$ cat src/rtl/nir_pkg.sv
// Package for the NEC infrared pulse decoder: phase and window class codes,
// window bounds and the result record. Used by every rtl file; no dependencies.
package nir_pkg;

    localparam int unsigned BURST_W = 17;
    localparam int unsigned CODE_W  = 32;

    // Window bounds in microseconds
    localparam logic [BURST_W-1:0] LEAD_LO   = 17'd8500;
    localparam logic [BURST_W-1:0] LEAD_HI   = 17'd9500;
    localparam logic [BURST_W-1:0] SPACE_LO  = 17'd4000;
    localparam logic [BURST_W-1:0] SPACE_HI  = 17'd5000;
    localparam logic [BURST_W-1:0] MARK_LO   = 17'd450;
    localparam logic [BURST_W-1:0] MARK_HI   = 17'd800;
    localparam logic [BURST_W-1:0] RPT_LO    = 17'd2000;
    localparam logic [BURST_W-1:0] RPT_HI    = 17'd3000;
    localparam logic [BURST_W-1:0] ONE_LO    = 17'd1000;
    localparam logic [BURST_W-1:0] GAP40_LO  = 17'd38000;
    localparam logic [BURST_W-1:0] GAP40_HI  = 17'd42000;
    localparam logic [BURST_W-1:0] GAP90_LO  = 17'd90000;
    localparam logic [BURST_W-1:0] GAP90_HI  = 17'd110000;

    typedef enum logic [2:0] {
        CL_NONE   = 3'd0,
        CL_9MS    = 3'd1,
        CL_4_5MS  = 3'd2,
        CL_562US  = 3'd3,
        CL_2_25MS = 3'd4,
        CL_1_6MS  = 3'd5,
        CL_40MS   = 3'd6,
        CL_90MS   = 3'd7
    } burst_class_t;

    typedef enum logic [6:0] {
        PH_CIDLE  = 7'b0000001,
        PH_START  = 7'b0000010,
        PH_DATA   = 7'b0000100,
        PH_DIDLE  = 7'b0001000,
        PH_ZERO   = 7'b0010000,
        PH_ONE    = 7'b0100000,
        PH_REPEAT = 7'b1000000
    } phase_t;

    typedef struct packed {
        logic              emit;
        logic [CODE_W-1:0] code_word;
        logic              is_repeat;
    } result_t;

endpackage

$ cat src/rtl/nir_burst_if.sv
// Input channel of the pulse decoder: one burst duration per item.
// Depends on nir_pkg.
interface nir_burst_if;
    logic                           valid;
    logic                           ready;
    logic [nir_pkg::BURST_W-1:0]    burst_us;

    modport source (output valid, output burst_us, input ready);
    modport sink   (input valid, input burst_us, output ready);
endinterface

$ cat src/rtl/nir_code_if.sv
// Output channel of the pulse decoder: decoded frame or repeat marker.
// Depends on nir_pkg.
interface nir_code_if;
    logic                           valid;
    logic                           ready;
    logic [nir_pkg::CODE_W-1:0]     code_word;
    logic                           is_repeat;

    modport source (output valid, output code_word, output is_repeat, input ready);
    modport sink   (input valid, input code_word, input is_repeat, output ready);
endinterface

$ cat src/rtl/nir_classify.sv
// Sorts a burst duration into its NEC timing window.
// Depends on nir_pkg.
module nir_classify (
    input  logic [nir_pkg::BURST_W-1:0] burst_us,
    output nir_pkg::burst_class_t       cls
);

    always_comb
    begin
        if (burst_us > nir_pkg::LEAD_LO && burst_us < nir_pkg::LEAD_HI)
            cls = nir_pkg::CL_9MS;
        else if (burst_us > nir_pkg::SPACE_LO && burst_us < nir_pkg::SPACE_HI)
            cls = nir_pkg::CL_4_5MS;
        else if (burst_us >= nir_pkg::MARK_LO && burst_us <= nir_pkg::MARK_HI)
            cls = nir_pkg::CL_562US;
        else if (burst_us > nir_pkg::RPT_LO && burst_us < nir_pkg::RPT_HI)
            cls = nir_pkg::CL_2_25MS;
        else if (burst_us > nir_pkg::ONE_LO && burst_us <= nir_pkg::RPT_LO)
            cls = nir_pkg::CL_1_6MS;
        else if (burst_us > nir_pkg::GAP40_LO && burst_us < nir_pkg::GAP40_HI)
            cls = nir_pkg::CL_40MS;
        else if (burst_us > nir_pkg::GAP90_LO && burst_us < nir_pkg::GAP90_HI)
            cls = nir_pkg::CL_90MS;
        else
            cls = nir_pkg::CL_NONE;
    end

endmodule

$ cat src/rtl/nir_fsm.sv
// Frame state machine: phase, bit shifter and bit counter, one step per item.
// Depends on nir_pkg.
module nir_fsm #(
    parameter int unsigned FRAME_BITS = 32
) (
    input  logic                  clk,
    input  logic                  rst_n,
    input  logic                  step,
    input  nir_pkg::burst_class_t cls,
    output nir_pkg::result_t      result
);

    localparam int unsigned CNT_W = $clog2(FRAME_BITS + 1);
    localparam logic [CNT_W-1:0] FRAME_CNT = CNT_W'(FRAME_BITS);

    nir_pkg::phase_t             phase_reg, phase_next;
    logic [nir_pkg::CODE_W-1:0]  shift_reg, shift_next;
    logic [CNT_W-1:0]            count_reg, count_next;
    logic                        rep;

    always_comb
    begin
        phase_next = phase_reg;
        shift_next = shift_reg;
        count_next = count_reg;
        rep        = 1'b0;
        result     = '0;

        if (cls == nir_pkg::CL_NONE)
        begin
            phase_next = nir_pkg::PH_CIDLE;
            shift_next = '0;
            count_next = '0;
        end
        else
        begin
            unique case (phase_reg) inside
                nir_pkg::PH_CIDLE:
                begin
                    if (cls == nir_pkg::CL_9MS)
                        phase_next = nir_pkg::PH_START;
                end
                nir_pkg::PH_START:
                begin
                    if (cls == nir_pkg::CL_4_5MS)
                        phase_next = nir_pkg::PH_DATA;
                    else if (cls == nir_pkg::CL_2_25MS)
                        phase_next = nir_pkg::PH_REPEAT;
                end
                nir_pkg::PH_DATA:
                begin
                    if (cls == nir_pkg::CL_562US)
                        phase_next = nir_pkg::PH_DIDLE;
                end
                nir_pkg::PH_DIDLE:
                begin
                    if (cls == nir_pkg::CL_562US)
                        phase_next = nir_pkg::PH_ZERO;
                    else if (cls == nir_pkg::CL_1_6MS)
                        phase_next = nir_pkg::PH_ONE;
                end
                nir_pkg::PH_ZERO, nir_pkg::PH_ONE:
                begin
                    shift_next = {shift_reg[nir_pkg::CODE_W-2:0],
                                  phase_reg == nir_pkg::PH_ONE};
                    count_next = count_reg + 1'b1;
                    if (cls == nir_pkg::CL_562US)
                        phase_next = nir_pkg::PH_DIDLE;
                end
                nir_pkg::PH_REPEAT:
                begin
                    rep = 1'b1;
                    if (cls == nir_pkg::CL_562US)
                        phase_next = nir_pkg::PH_CIDLE;
                end
                default:
                begin
                end
            endcase

            if (count_next == FRAME_CNT)
            begin
                result.emit      = 1'b1;
                result.code_word = shift_next;
                result.is_repeat = 1'b0;
                phase_next       = nir_pkg::PH_CIDLE;
                shift_next       = '0;
                count_next       = '0;
            end
            else if (rep)
            begin
                result.emit      = 1'b1;
                result.code_word = '1;
                result.is_repeat = 1'b1;
            end
        end
    end

    always_ff @(posedge clk or negedge rst_n)
    begin
        if (!rst_n)
        begin
            phase_reg <= nir_pkg::PH_CIDLE;
            shift_reg <= '0;
            count_reg <= '0;
        end
        else if (step)
        begin
            phase_reg <= phase_next;
            shift_reg <= shift_next;
            count_reg <= count_next;
        end
    end

    a_count_below_frame: assert property (@(posedge clk) disable iff (!rst_n)
        count_reg < FRAME_CNT)
        else $error("bit count reached frame length without emitting");

    a_count_only_in_data: assert property (@(posedge clk) disable iff (!rst_n)
        count_reg != '0 |-> (phase_reg == nir_pkg::PH_DIDLE ||
                             phase_reg == nir_pkg::PH_ZERO ||
                             phase_reg == nir_pkg::PH_ONE))
        else $error("bits held outside the data phases");

    a_bad_burst_resets: assert property (@(posedge clk) disable iff (!rst_n)
        step && cls == nir_pkg::CL_NONE |=>
            phase_reg == nir_pkg::PH_CIDLE && count_reg == '0 && shift_reg == '0)
        else $error("unclassified burst did not reset the decoder");

    a_repeat_from_repeat: assert property (@(posedge clk) disable iff (!rst_n)
        result.emit && result.is_repeat |-> phase_reg == nir_pkg::PH_REPEAT)
        else $error("repeat marker outside the repeat phase");

endmodule

$ cat src/rtl/nec_ir_pulse_decoder.sv
// Top level of the NEC infrared pulse decoder: input register, classifier,
// frame state machine and result register. Depends on nir_pkg, nir_burst_if,
// nir_code_if, nir_classify and nir_fsm.
//
//  channel  | role | payload
//  ---------+------+-------------------------------------------
//  burst    | in   | burst_us (17b, microseconds, saturated)
//  code     | out  | code_word (32b), is_repeat (1b)
//
// One item per cycle while the code channel does not stall. A burst is
// registered on accept, then classified and stepped through the state machine
// once the result register is free or drained; any result is registered. A code
// channel stall holds the result and input registers; the input stays ready while
// the result register is free or drained. Reset idles the decoder at once.
module nec_ir_pulse_decoder #(
    parameter int unsigned FRAME_BITS = 32
) (
    input  logic           clk,
    input  logic           rst_n,
    nir_burst_if.sink      burst,
    nir_code_if.source     code
);

    logic                           in_valid_reg;
    logic [nir_pkg::BURST_W-1:0]    in_burst_reg;
    logic                           out_valid_reg;
    logic [nir_pkg::CODE_W-1:0]     out_code_reg;
    logic                           out_rep_reg;
    logic                           step;
    nir_pkg::burst_class_t          cls;
    nir_pkg::result_t               result;

    assign step        = in_valid_reg && (!out_valid_reg || code.ready);
    assign burst.ready = !in_valid_reg || step;

    nir_classify u_classify (
        .burst_us (in_burst_reg),
        .cls      (cls)
    );

    nir_fsm #(
        .FRAME_BITS (FRAME_BITS)
    ) u_fsm (
        .clk    (clk),
        .rst_n  (rst_n),
        .step   (step),
        .cls    (cls),
        .result (result)
    );

    always_ff @(posedge clk or negedge rst_n)
    begin
        if (!rst_n)
        begin
            in_valid_reg  <= 1'b0;
            out_valid_reg <= 1'b0;
        end
        else
        begin
            if (burst.ready)
                in_valid_reg <= burst.valid;
            if (step)
                out_valid_reg <= result.emit;
            else if (code.ready)
                out_valid_reg <= 1'b0;
        end
    end

    always_ff @(posedge clk)
    begin
        if (burst.valid && burst.ready)
            in_burst_reg <= burst.burst_us;
        if (step && result.emit)
        begin
            out_code_reg <= result.code_word;
            out_rep_reg  <= result.is_repeat;
        end
    end

    assign code.valid     = out_valid_reg;
    assign code.code_word = out_code_reg;
    assign code.is_repeat = out_rep_reg;

endmodule
$ cat src/flat_wrapper.sv
// flat-port wrapper written by rule: the top's interface ports become plain ports
module nec_ir_pulse_decoder_flat 
#(
    parameter int unsigned FRAME_BITS = 32
)
  (clk, rst_n, burst_valid, burst_burst_us, burst_ready, code_valid, code_code_word, code_is_repeat, code_ready);
  nir_burst_if burst_i ();
  nir_code_if code_i ();
  input  logic clk;
  input  logic rst_n;
  input wire logic [$bits(burst_i.valid)-1:0] burst_valid;
  input wire logic [$bits(burst_i.burst_us)-1:0] burst_burst_us;
  output wire logic [$bits(burst_i.ready)-1:0] burst_ready;
  output wire logic [$bits(code_i.valid)-1:0] code_valid;
  output wire logic [$bits(code_i.code_word)-1:0] code_code_word;
  output wire logic [$bits(code_i.is_repeat)-1:0] code_is_repeat;
  input wire logic [$bits(code_i.ready)-1:0] code_ready;
  assign burst_i.valid = burst_valid;
  assign burst_i.burst_us = burst_burst_us;
  assign burst_ready = burst_i.ready;
  assign code_valid = code_i.valid;
  assign code_code_word = code_i.code_word;
  assign code_is_repeat = code_i.is_repeat;
  assign code_i.ready = code_ready;
  nec_ir_pulse_decoder #(.FRAME_BITS(FRAME_BITS)) u_core (.clk(clk), .rst_n(rst_n), .burst(burst_i), .code(code_i));
endmodule
$ cat config.mk
export PLATFORM = sky130hd
export DESIGN_NAME = nec_ir_pulse_decoder_flat
export DESIGN_NICKNAME = d
export VERILOG_FILES = /design/src/rtl/nir_pkg.sv /design/src/rtl/nir_burst_if.sv /design/src/rtl/nir_code_if.sv /design/src/rtl/nir_classify.sv /design/src/rtl/nir_fsm.sv /design/src/rtl/nec_ir_pulse_decoder.sv /design/src/flat_wrapper.sv
export SDC_FILE = /design/constraint.sdc
export NUM_CORES = 1
export LEC_CHECK = 0
export BUFFER_PORTS_ARGS = -buffer_cell sky130_fd_sc_hd__buf_4
export CAP_MARGIN = 20
export CORE_MARGIN = 4
export CORE_UTILIZATION = 35
export CTS_CLUSTER_SIZE = 12
export DETAILED_ROUTE_END_ITERATION = 12
export PLACE_DENSITY = 0.52
export SKIP_CTS_REPAIR_TIMING = 1
export SLEW_MARGIN = 20
export SYNTH_ARGS = -nofsm -noshare
export SYNTH_HDL_FRONTEND = slang
export SYNTH_HIERARCHICAL = 1
export SYNTH_SLANG_ARGS = --single-unit
$ cat constraint.sdc
create_clock -name clk -period 4.6 [get_ports clk]
set_input_delay 0.92 -clock clk [delete_from_list [all_inputs] [get_ports clk]]
set_output_delay 0.92 -clock clk [all_outputs]
set_load 0.01 [all_outputs]
* Word level (Yosys, flattened, before mapping)
Cells that the tools add are included.
** Cells by class
- $add $sub $neg :: 1
- Order comparisons :: 14
- Eq/ne operators :: 18
- Mux-type cells :: 31
- Reductions and logical operators :: 21
** Operator list (number)
- two-way mux 34 bit :: 3
- two-way mux 32 bit :: 3
- two-way mux 7 bit :: 9
- one-hot mux 7 bit (5 select lines) :: 1
- two-way mux 6 bit :: 4
- two-way mux 3 bit :: 7
- greater-or-equal comparator 17 x 9 -> 1 bit (second input constant) :: 1
- greater-than comparator 17 x 10 -> 1 bit (second input constant) :: 1
- greater-than comparator 17 x 11 -> 1 bit (second input constant) :: 1
- greater-than comparator 17 x 12 -> 1 bit (second input constant) :: 1
- greater-than comparator 17 x 14 -> 1 bit (second input constant) :: 1
- greater-than comparator 17 x 16 -> 1 bit (second input constant) :: 1
- greater-than comparator 17 bit (second input constant) :: 1
- less-or-equal comparator 17 x 10 -> 1 bit (second input constant) :: 1
- less-or-equal comparator 17 x 11 -> 1 bit (second input constant) :: 1
- less-than comparator 17 x 12 -> 1 bit (second input constant) :: 1
- less-than comparator 17 x 13 -> 1 bit (second input constant) :: 1
- less-than comparator 17 x 14 -> 1 bit (second input constant) :: 1
- less-than comparator 17 x 16 -> 1 bit (second input constant) :: 1
- less-than comparator 17 bit (second input constant) :: 1
- logical AND 1 bit :: 10
- == test 7 x 1 -> 1 bit (second input constant) :: 1
- == test 7 x 2 -> 1 bit (second input constant) :: 1
- == test 7 x 3 -> 1 bit (second input constant) :: 1
- other kinds (23) :: 31
** Storage, ports and cells
- Register bits :: 97
- Bits of input ports :: 21
- Output and inout port bits :: 35

* Logic depth before layout (Yosys ltp)
Gate-level depths: netlist of the first run.
- Depth in word-level cells :: 15
- Mapped depth :: 15

* Cells and area by module
The synthesis of the first run kept the hierarchy.
** Modules (own cells, without submodules)
- nir_fsm :: instances 1, cells each 314, area an instance 2945.3 um^2, sequential area each 1127.3 um^2
- nec_ir_pulse_decoder :: instances 1, cells each 60, area an instance 1610.3 um^2, sequential area each 1551.5 um^2
- nir_classify :: instances 1, cells each 89, area an instance 568.0 um^2, sequential area each 0.0 um^2

* Worst setup path after synthesis of the first run
OpenSTA, ideal clock, no wires.
- Path kind :: reg2reg
- From :: reg u_core/in_burst_reg[14] (netlist bit)
- To :: reg u_core.out_code_reg, in the netlist u_core/code.code_word[0], enable pin
- Library setup time :: 0.427 ns
- Data arrival time :: 4.181 ns
- Slack :: -0.008 ns
- Cell stages (with the launch flop) :: 16
- Cell sequence :: edfxtp_1 buf_6 nor4_1 nand2b_1 or3_1 a31oi_1 nand4_1 nand4b_1 clkbuf_1 or3_1 clkbuf_1 o21ai_4 buf_6 inv_2 nand2_1 nor2b_1
** RTL lines
- start: declaration :: RTL line nec_ir_pulse_decoder.sv:25 : logic [nir_pkg::BURST_W-1:0] in_burst_reg;
- start signal: assignment :: RTL line nec_ir_pulse_decoder.sv:72 : in_burst_reg <= burst.burst_us;
- end signal: assignment :: RTL line nec_ir_pulse_decoder.sv:75 : out_code_reg <= result.code_word;
- end: declaration :: RTL line nec_ir_pulse_decoder.sv:27 : logic [nir_pkg::CODE_W-1:0] out_code_reg;

* Worst setup path after layout of the first run
- From :: reg u_core/in_burst_reg[3] (netlist bit)
- To :: reg u_core.u_fsm.phase_reg[0]
** Between the ends
- Cells in the longest elaborated chain, start to end :: 14
- Elaborated cells between the ends (all ways) :: 46
- Those cells by class :: order compare: 14; eq/ne: 10; mux: 12; reduce/logical: 10
** Ends and longest elaborated chain
- greater-than comparator 17 bit or less-than comparator 17 bit (tied branches) :: RTL line nir_classify.sv:22 : else if (burst_us > nir_pkg::GAP90_LO && burst_us < nir_pkg::GAP90_HI)
- logical AND 1 bit :: RTL line nir_classify.sv:22
- two-way mux 3 bit :: RTL line nir_classify.sv:22
- two-way mux 3 bit :: RTL line nir_classify.sv:20 : else if (burst_us > nir_pkg::GAP40_LO && burst_us < nir_pkg::GAP40_HI)
- two-way mux 3 bit :: RTL line nir_classify.sv:18 : else if (burst_us > nir_pkg::ONE_LO && burst_us <= nir_pkg::RPT_LO)
- two-way mux 3 bit :: RTL line nir_classify.sv:16 : else if (burst_us > nir_pkg::RPT_LO && burst_us < nir_pkg::RPT_HI)
- two-way mux 3 bit :: RTL line nir_classify.sv:14 : else if (burst_us >= nir_pkg::MARK_LO && burst_us <= nir_pkg::MARK_HI)
- two-way mux 3 bit :: RTL line nir_classify.sv:12 : else if (burst_us > nir_pkg::SPACE_LO && burst_us < nir_pkg::SPACE_HI)
- two-way mux 3 bit * :: RTL line nir_classify.sv:10 : if (burst_us > nir_pkg::LEAD_LO && burst_us < nir_pkg::LEAD_HI)
- named net u_core.cls[0] :: RTL line nec_ir_pulse_decoder.sv:30 : nir_pkg::burst_class_t cls;
- == test 3 x 2 -> 1 bit (on tied branches)
- two-way mux 7 bit (on tied branches) :: RTL line nir_fsm.sv:57, nir_fsm.sv:45
- one-hot mux 7 bit (5 select lines) :: RTL line nir_fsm.sv:37 : unique case (phase_reg) inside
- two-way mux 7 bit :: RTL line nir_fsm.sv:81 : if (count_next == FRAME_CNT)
- two-way mux 7 bit :: RTL line nir_fsm.sv:29 : if (cls == nir_pkg::CL_NONE)
- end signal: assignment :: RTL line nir_fsm.sv:103 : phase_reg <= nir_pkg::PH_CIDLE;
- end signal: assignment :: RTL line nir_fsm.sv:109 : phase_reg <= phase_next;
- end: declaration :: RTL line nir_fsm.sv:16 : nir_pkg::phase_t phase_reg, phase_next;
The timed path passes the listed nets; every way through them passes the cells marked *.
A chain may end at the register's enable or synchronous reset.

==> flow_summary.json, run 1 <==
{
  "place_ws_ns": 0.741,
  "num_rows": 43,
  "grt_usage_pct": 14.7,
  "ys_ff_latch": 97,
  "dp.cells": 663,
  "cts_tree": "yes",
  "slew-limit-headroom_pct": 37.3,
  "rr_startpoint": "u_core/in_burst_reg[3]$_DFFE_PP_",
  "grt_pass1_vias": 3679,
  "syn_avg_cell_area_sq_um": 11.1,
  "nFillCells": 1387,
  "crit_path_cell_trace": "or4_4, o41a_1, a311oi_1, nor4_1, nand4b_1, xor2_1, o2111ai_1, a2bb2oi_1, nand3_1, or4_4, o21a_1",
  "synthCells": 463,
  "p_seq_share_pct": 46.8,
  "worst_pin_slew_ns": 0.938,
  "worst_r2r_endpoint": "u_core/u_fsm/phase_reg[0]$_DFFE_PN1P_",
  "rsz0062_at_grt": "no",
  "portBuffers": 55,
  "rrSetupSlack_ns": 0.70,
  "power_frac_comb_pct": 15.0,
  "utilization_pct": 42.1,
  "async_flop_share_pct": 48.5,
  "cp.required_ns": 4.89,
  "ys_types": 67,
  "synth-edff-count": 50,
  "pwr_density_cell_nw_per_um2": 368,
  "finalSetupTns_ns": 0,
  "ys_warn_count": 6,
  "cts_buffers": 9,
  "num_antenna_cells": 0,
  "cp_common_cell": "or4_4",
  "yosys.area.top_type_share_pct": 29.3,
  "antenna_found_initial": 0,
  "wl_per_cell_um": 17.1,
  "clkTransAtPathRegs_ns": 0.07,
  "swShare_pct": 27.4,
  "ios": 56,
  "path_depth": 11,
  "layout_commonest_cell": "nand2_1",
  "cp-end-kind": "register",
  "start_util_pct": 36.3,
  "cp_max_fo": 8,
  "firstDrtPassIters": 4,
  "synth_top_cell_by_area": "edfxtp_1",
  "vias": 3806,
  "critPathCapture": "u_core/u_fsm/phase_reg[0]$_DFFE_PN1P_",
  "drt_iter0_markers": 357,
  "wl_um": 11600,
  "drcViolationCount": 0,
  "internal-power_mw": 1.59,
  "clock_sink_count": 97,
  "crit_type": "register to register",
  "p_leak_nw": 2.19,
  "fmax_mhz": 256,
  "clockBufferDepth": 2,
  "status": "complete, no violations",
  "irDropWorstVdd_mv": 0.168,
  "grt.overflow.total": 0,
  "setup_viol": 0,
  "final_antenna_net_count": 0,
  "crit_buf_inv": 0,
  "synth-seq-area-share_pct": 52.3,
  "min_path_type": "register to register",
  "instances_no_fill": 679,
  "p_clk_share_pct": 38.2,
  "die_y_um": 129,
  "worst_path_max_delay_cell": "or4_4",
  "hpwlAfterDp_um": 7620,
  "ys_top_cells_by_area": "edfxtp_1, dfrtp_1, a31oi_2",
  "syn2layout_area_growth_pct": 15.7,
  "viasPerCell": 5.61,
  "drive_gt1_share_pct": 25.3,
  "finClkSkew_ns": 0.00654,
  "setup.worst_path.start": "u_core/in_burst_reg[3]$_DFFE_PP_",
  "critPathArrivalTime_ns": 4.19,
  "worstRegToRegCells": 11,
  "cts-root-buf": "clkbuf_16",
  "fin_crit_sh_pct": 84.8,
  "die_w_um": 129,
  "layout_common_cells": "nand2_1, buf_4, edfxtp_1, dfrtp_1, a22o_1",
  "coreArea_sq_um": 14100,
  "maxCapViolations": 0,
  "grt_max_degree": 48,
  "hold_viol_final": 0,
  "crit_path_max_incr_delay_ns": 0.59,
  "insertion_delay_ns": 0.36,
  "power.switching_mw": 0.600,
  "crit_family": "simple AND/OR/NAND/NOR gates",
  "period_needed_ns": 3.90,
  "slew_violations": 0,
  "syn_nets": 485,
  "start_kind": "register",
  "layout_setup_ws_ns": 0.698,
  "die-area_sq_um": 16600,
  "gp_congestion": 0.842,
  "synth_area_sq_um": 5120,
  "htreeDepth": 3,
  "synthFlopType": "edfxtp_1",
  "finalNetCount": 516,
  "grt_first_pass_wirelength_um": 19400
}
[cells by family (layout without fill, tap and decap cells)]
logic type / count (synthesis) / in the layout / synth area share (%)
compound gates: 134 / 134 / 23.2
flops: 97 / 97 / 52.3
buf+inv: 52 / 88 / 5.62
xor+xnor: 6 / 6 / 1.03
fa+ha+maj: 1 / 1 / 0.244
simple gates: 173 / 173 / 17.6
[metrics by stage]
| stage | hold slack [ns] | area (sq um) | total power [mW] |
|---|---|---|---|
| 6_report | 0.508 | 5930 | 2.18 |
| 5_1_grt | 0.537 | 5930 | 2.29 |
| 4_1_cts | 0.504 | 5930 | 2.21 |
| 3_5_place_dp | 0.488 | 5590 | 1.37 |
| 3_3_place_gp | 0.485 | 5590 | 1.37 |
| 2_1_floorplan | 0.466 | 5130 | 1.28 |
[power groups by stage]
stage | combinational [mW] | clock [mW] | sequential (mW)
5_1_grt | 0.360 | 0.901 | 1.03
3_5_place_dp | 0.328 | 0 | 1.04
4_1_cts | 0.331 | 0.860 | 1.02
6_report | 0.329 | 0.834 | 1.02
2_1_floorplan | 0.289 | 0 | 0.991
3_3_place_gp | 0.331 | 0 | 1.04
[area by class of cell]
type / instances / area (sq um) / area share (%)
well taps: 180 / 225 / 3.80
clock buffers: 13 / 314 / 5.30
inverters: 9 / 33.8 / 0.570
clock inverters: 3 / 28.8 / 0.485
flip-flops and latches: 97 / 2680 / 45.2
multi-input cells: 314 / 2180 / 36.7
repair buffers: 63 / 473 / 7.98
[cell usage after synthesis (3+ instances only)]
library cell / number
buf_6: 8
nand2b_1: 5
buf_2: 8
a31oi_2: 29
edfxtp_1: 50
or4_4: 3
nand3_1: 17
nor3_1: 11
nor4_1: 6
a22o_1: 31
a21oi_1: 7
o21ai_0: 15
o21a_1: 3
o211ai_1: 3
or4_1: 3
or3_1: 8
nand4b_1: 4
o21ai_1: 3
a31oi_1: 10
xor2_1: 5
inv_1: 8
nor4b_1: 4
dfrtp_1: 46
a211o_1: 3
nand2_1: 78
o22ai_1: 4
clkbuf_1: 20
buf_4: 6
nand4_1: 3
nor2_1: 16
[worst register-to-register path, cell delays in order, from the launching register on]
cell and delay, ns:
edfxtp_1 0.48, or4_4 0.59, o41a_1 0.39, a311oi_1 0.26, nor4_1 0.12, nand4b_1 0.37, xor2_1 0.27, o2111ai_1 0.25
a2bb2oi_1 0.27, nand3_1 0.19, or4_4 0.52, o21a_1 0.12
[worst min path at each step]
stage,start,to,slack [ns],cells past startpoint
finish,u_core/u_fsm/shift_reg[31]$_DFFE_PN0P_,u_core/u_fsm/shift_reg[31]$_DFFE_PN0P_,0.51,1
global route,u_core/u_fsm/shift_reg[31]$_DFFE_PN0P_,u_core/u_fsm/shift_reg[31]$_DFFE_PN0P_,0.54,1
CTS,u_core/u_fsm/shift_reg[31]$_DFFE_PN0P_,u_core/u_fsm/shift_reg[31]$_DFFE_PN0P_,0.50,1
detailed placement,u_core/u_fsm/shift_reg[31]$_DFFE_PN0P_,u_core/u_fsm/shift_reg[31]$_DFFE_PN0P_,0.49,1
global placement,u_core/u_fsm/shift_reg[31]$_DFFE_PN0P_,u_core/u_fsm/shift_reg[31]$_DFFE_PN0P_,0.49,1
floorplan,u_core/u_fsm/shift_reg[31]$_DFFE_PN0P_,u_core/u_fsm/shift_reg[31]$_DFFE_PN0P_,0.47,1
[layer usage]
metal,up-vias,track usage [%],wire length [um]
li1,1824,-,-
met5,-,0,0
met4,0,7.04,254
met2,94,22.3,5390
met3,14,2.91,557
met1,1874,20.1,5430
Note: power is estimated with default switching activity, not from simulation.
==> inputs of run 2 (changes only) <==
- PLACE_DENSITY: 0.52 -> 0.5
- clock period: 4.6 -> 3.6 ns (I/O delays scaled with it)
==> run 2 against run 1 <==
Net effect: sequential share of layout area fell by 2.1 points; worst setup slack got worse by 0.59 ns; clock skew rose by 0.0012 ns; global-route usage rose by 0.88 points; worst hold slack got worse by 0.12 ns; non-clock buffer count rose by 35; critical path depth rose by 1; clock-buffer cell count fell by 4; cell count rose by 5.3%; flip-flop and latch count did not move; sequential power rose by 24%; first-iteration DRC count fell by 14%.
==> flow_summary.json, run 2 (synthesized netlist as in run 1, its figures left out) <==
{
  "die_y_um": 129,
  "fmax_mhz": 286,
  "viasPerCell": 5.60,
  "min_path_type": "primary input to asynchronous set/reset pin",
  "grt.overflow.total": 0,
  "period_needed_ns": 3.49,
  "setup_viol": 0,
  "antenna_found_initial": 0,
  "grt_pass1_vias": 3841,
  "clockBufferDepth": 2,
  "multi_input_area_sq_um": 2240,
  "top_layer": "met4",
  "finalNetCount": 552,
  "fin_crit_sh_pct": 97.0,
  "crit_type": "register to register",
  "p_total_mw": 2.77,
  "utilization_pct": 44.1,
  "clkTransAtPathRegs_ns": 0.07,
  "holdWs_ns": 0.384,
  "firstDrtPassIters": 5,
  "start_kind": "register",
  "irDropWorstVdd_mv": 0.246,
  "layout_commonest_cell": "buf_4",
  "rsz0062_at_grt": "yes",
  "layout_setup_ws_ns": 0.109,
  "num_rows": 43,
  "cts-root-buf": "clkbuf_16",
  "seq_area_sq_um": 2680,
  "clock_sink_count": 97,
  "cp.required_ns": 3.89,
  "cts_tree": "yes",
  "place_ws_ns": -0.0457,
  "drt_iter0_markers": 307,
  "instances_no_fill": 715,
  "nFillCells": 1342,
  "cp-end-kind": "register",
  "final_area_sq_um": 6220,
  "insertion_delay_ns": 0.35,
  "slew-limit-headroom_pct": 46.0,
  "status": "complete, no violations",
  "coreArea_sq_um": 14100,
  "slew_violations": 0,
  "cp_max_fo": 4,
  "finalSetupTns_ns": 0,
  "maxCapViolations": 0,
  "met2_length_um": 5910,
  "drcViolationCount": 0,
  "layout_common_cells": "buf_4, nand2_1, edfxtp_1, dfrtp_1, a22o_1",
  "num_antenna_cells": 0,
  "grt_max_degree": 48,
  "worst_pin_slew_ns": 0.810,
  "dp.cells": 697,
  "hpwlAfterDp_um": 8420,
  "start_util_pct": 36.3,
  "portBuffers": 55,
  "placed_area_sq_um": 5870,
  "wl_um": 12900,
  "hold_viol_final": 0,
  "cts_buffers": 9,
  "grt_usage_pct": 15.6,
  "gp_congestion": 0.906,
  "routed-wl-met3_um": 635,
  "wl_met1_um": 6140,
  "ios": 56,
  "critPathArrivalTime_ns": 3.78,
  "vias": 4001,
  "wl_per_cell_um": 18.1,
  "p_leak_nw": 2.36,
  "die_w_um": 129,
  "pwr_density_cell_nw_per_um2": 445,
  "die-area_sq_um": 16600,
  "grt_first_pass_wirelength_um": 20500,
  "final_antenna_net_count": 0,
  "drive_gt1_share_pct": 31.6,
  "finClkSkew_ns": 0.00775,
  "syn2layout_area_growth_pct": 21.4,
  "htreeDepth": 3
}
==> run 2: final timing paths <==
path                                                     endpoint  depth (start not counted)  slack (ns)                                   start
max in group asynchronous   u_core/u_fsm/shift_reg[8]$_DFFE_PN0P_                          1        2.80                                   rst_n
min in group clk           u_core/u_fsm/shift_reg[31]$_DFFE_PN0P_                          1        0.51  u_core/u_fsm/shift_reg[31]$_DFFE_PN0P_
min                        u_core/u_fsm/shift_reg[16]$_DFFE_PN0P_                          1        0.38                                   rst_n
max reg2reg                 u_core/u_fsm/phase_reg[0]$_DFFE_PN1P_                         12        0.11        u_core/in_burst_reg[1]$_DFFE_PP_
min reg2reg                u_core/u_fsm/shift_reg[31]$_DFFE_PN0P_                          1        0.51  u_core/u_fsm/shift_reg[31]$_DFFE_PN0P_
max                         u_core/u_fsm/phase_reg[0]$_DFFE_PN1P_                         12        0.11        u_core/in_burst_reg[1]$_DFFE_PP_
==> run 2: worst max-delay path, cell delays in order (launching register included) <==
cell	delay, ns
edfxtp_1	0.39
or4_4	0.55
o41a_1	0.40
a311oi_2	0.22
nor4_2	0.11
a31oi_2	0.22
nand3_2	0.15
xor2_1	0.19
o2111ai_2	0.25
a2bb2oi_2	0.22
nand3_2	0.11
or4_4	0.50
o21a_1	0.12
==> run 2: cell type report <==
class                   count  share of cell area, %
clock buffers               9                   3.62
clock inverters             7                  0.825
well taps                 180                   3.62
inverters                   9                  0.543
multi-input cells         315                   36.1
flip-flops and latches     97                   43.1
repair buffers             98                   12.2
==> run 2: report_power, final <==
part / switching [mW] / internal [mW] / leakage (nW) / total, mW
Sequential: 0.0390 / 1.22 / 1.12 / 1.26
Clock: 0.439 / 0.475 / 0.136 / 0.914
Combinational: 0.330 / 0.260 / 1.11 / 0.590
Total: 0.808 / 1.96 / 2.36 / 2.77
==> run 2: routing by layer <==
metal	track usage, %	vias to the layer above
met1	22.2	1989
met5	0	-
met4	5.62	0
met2	22.9	96
met3	4.07	20
li1	-	1896
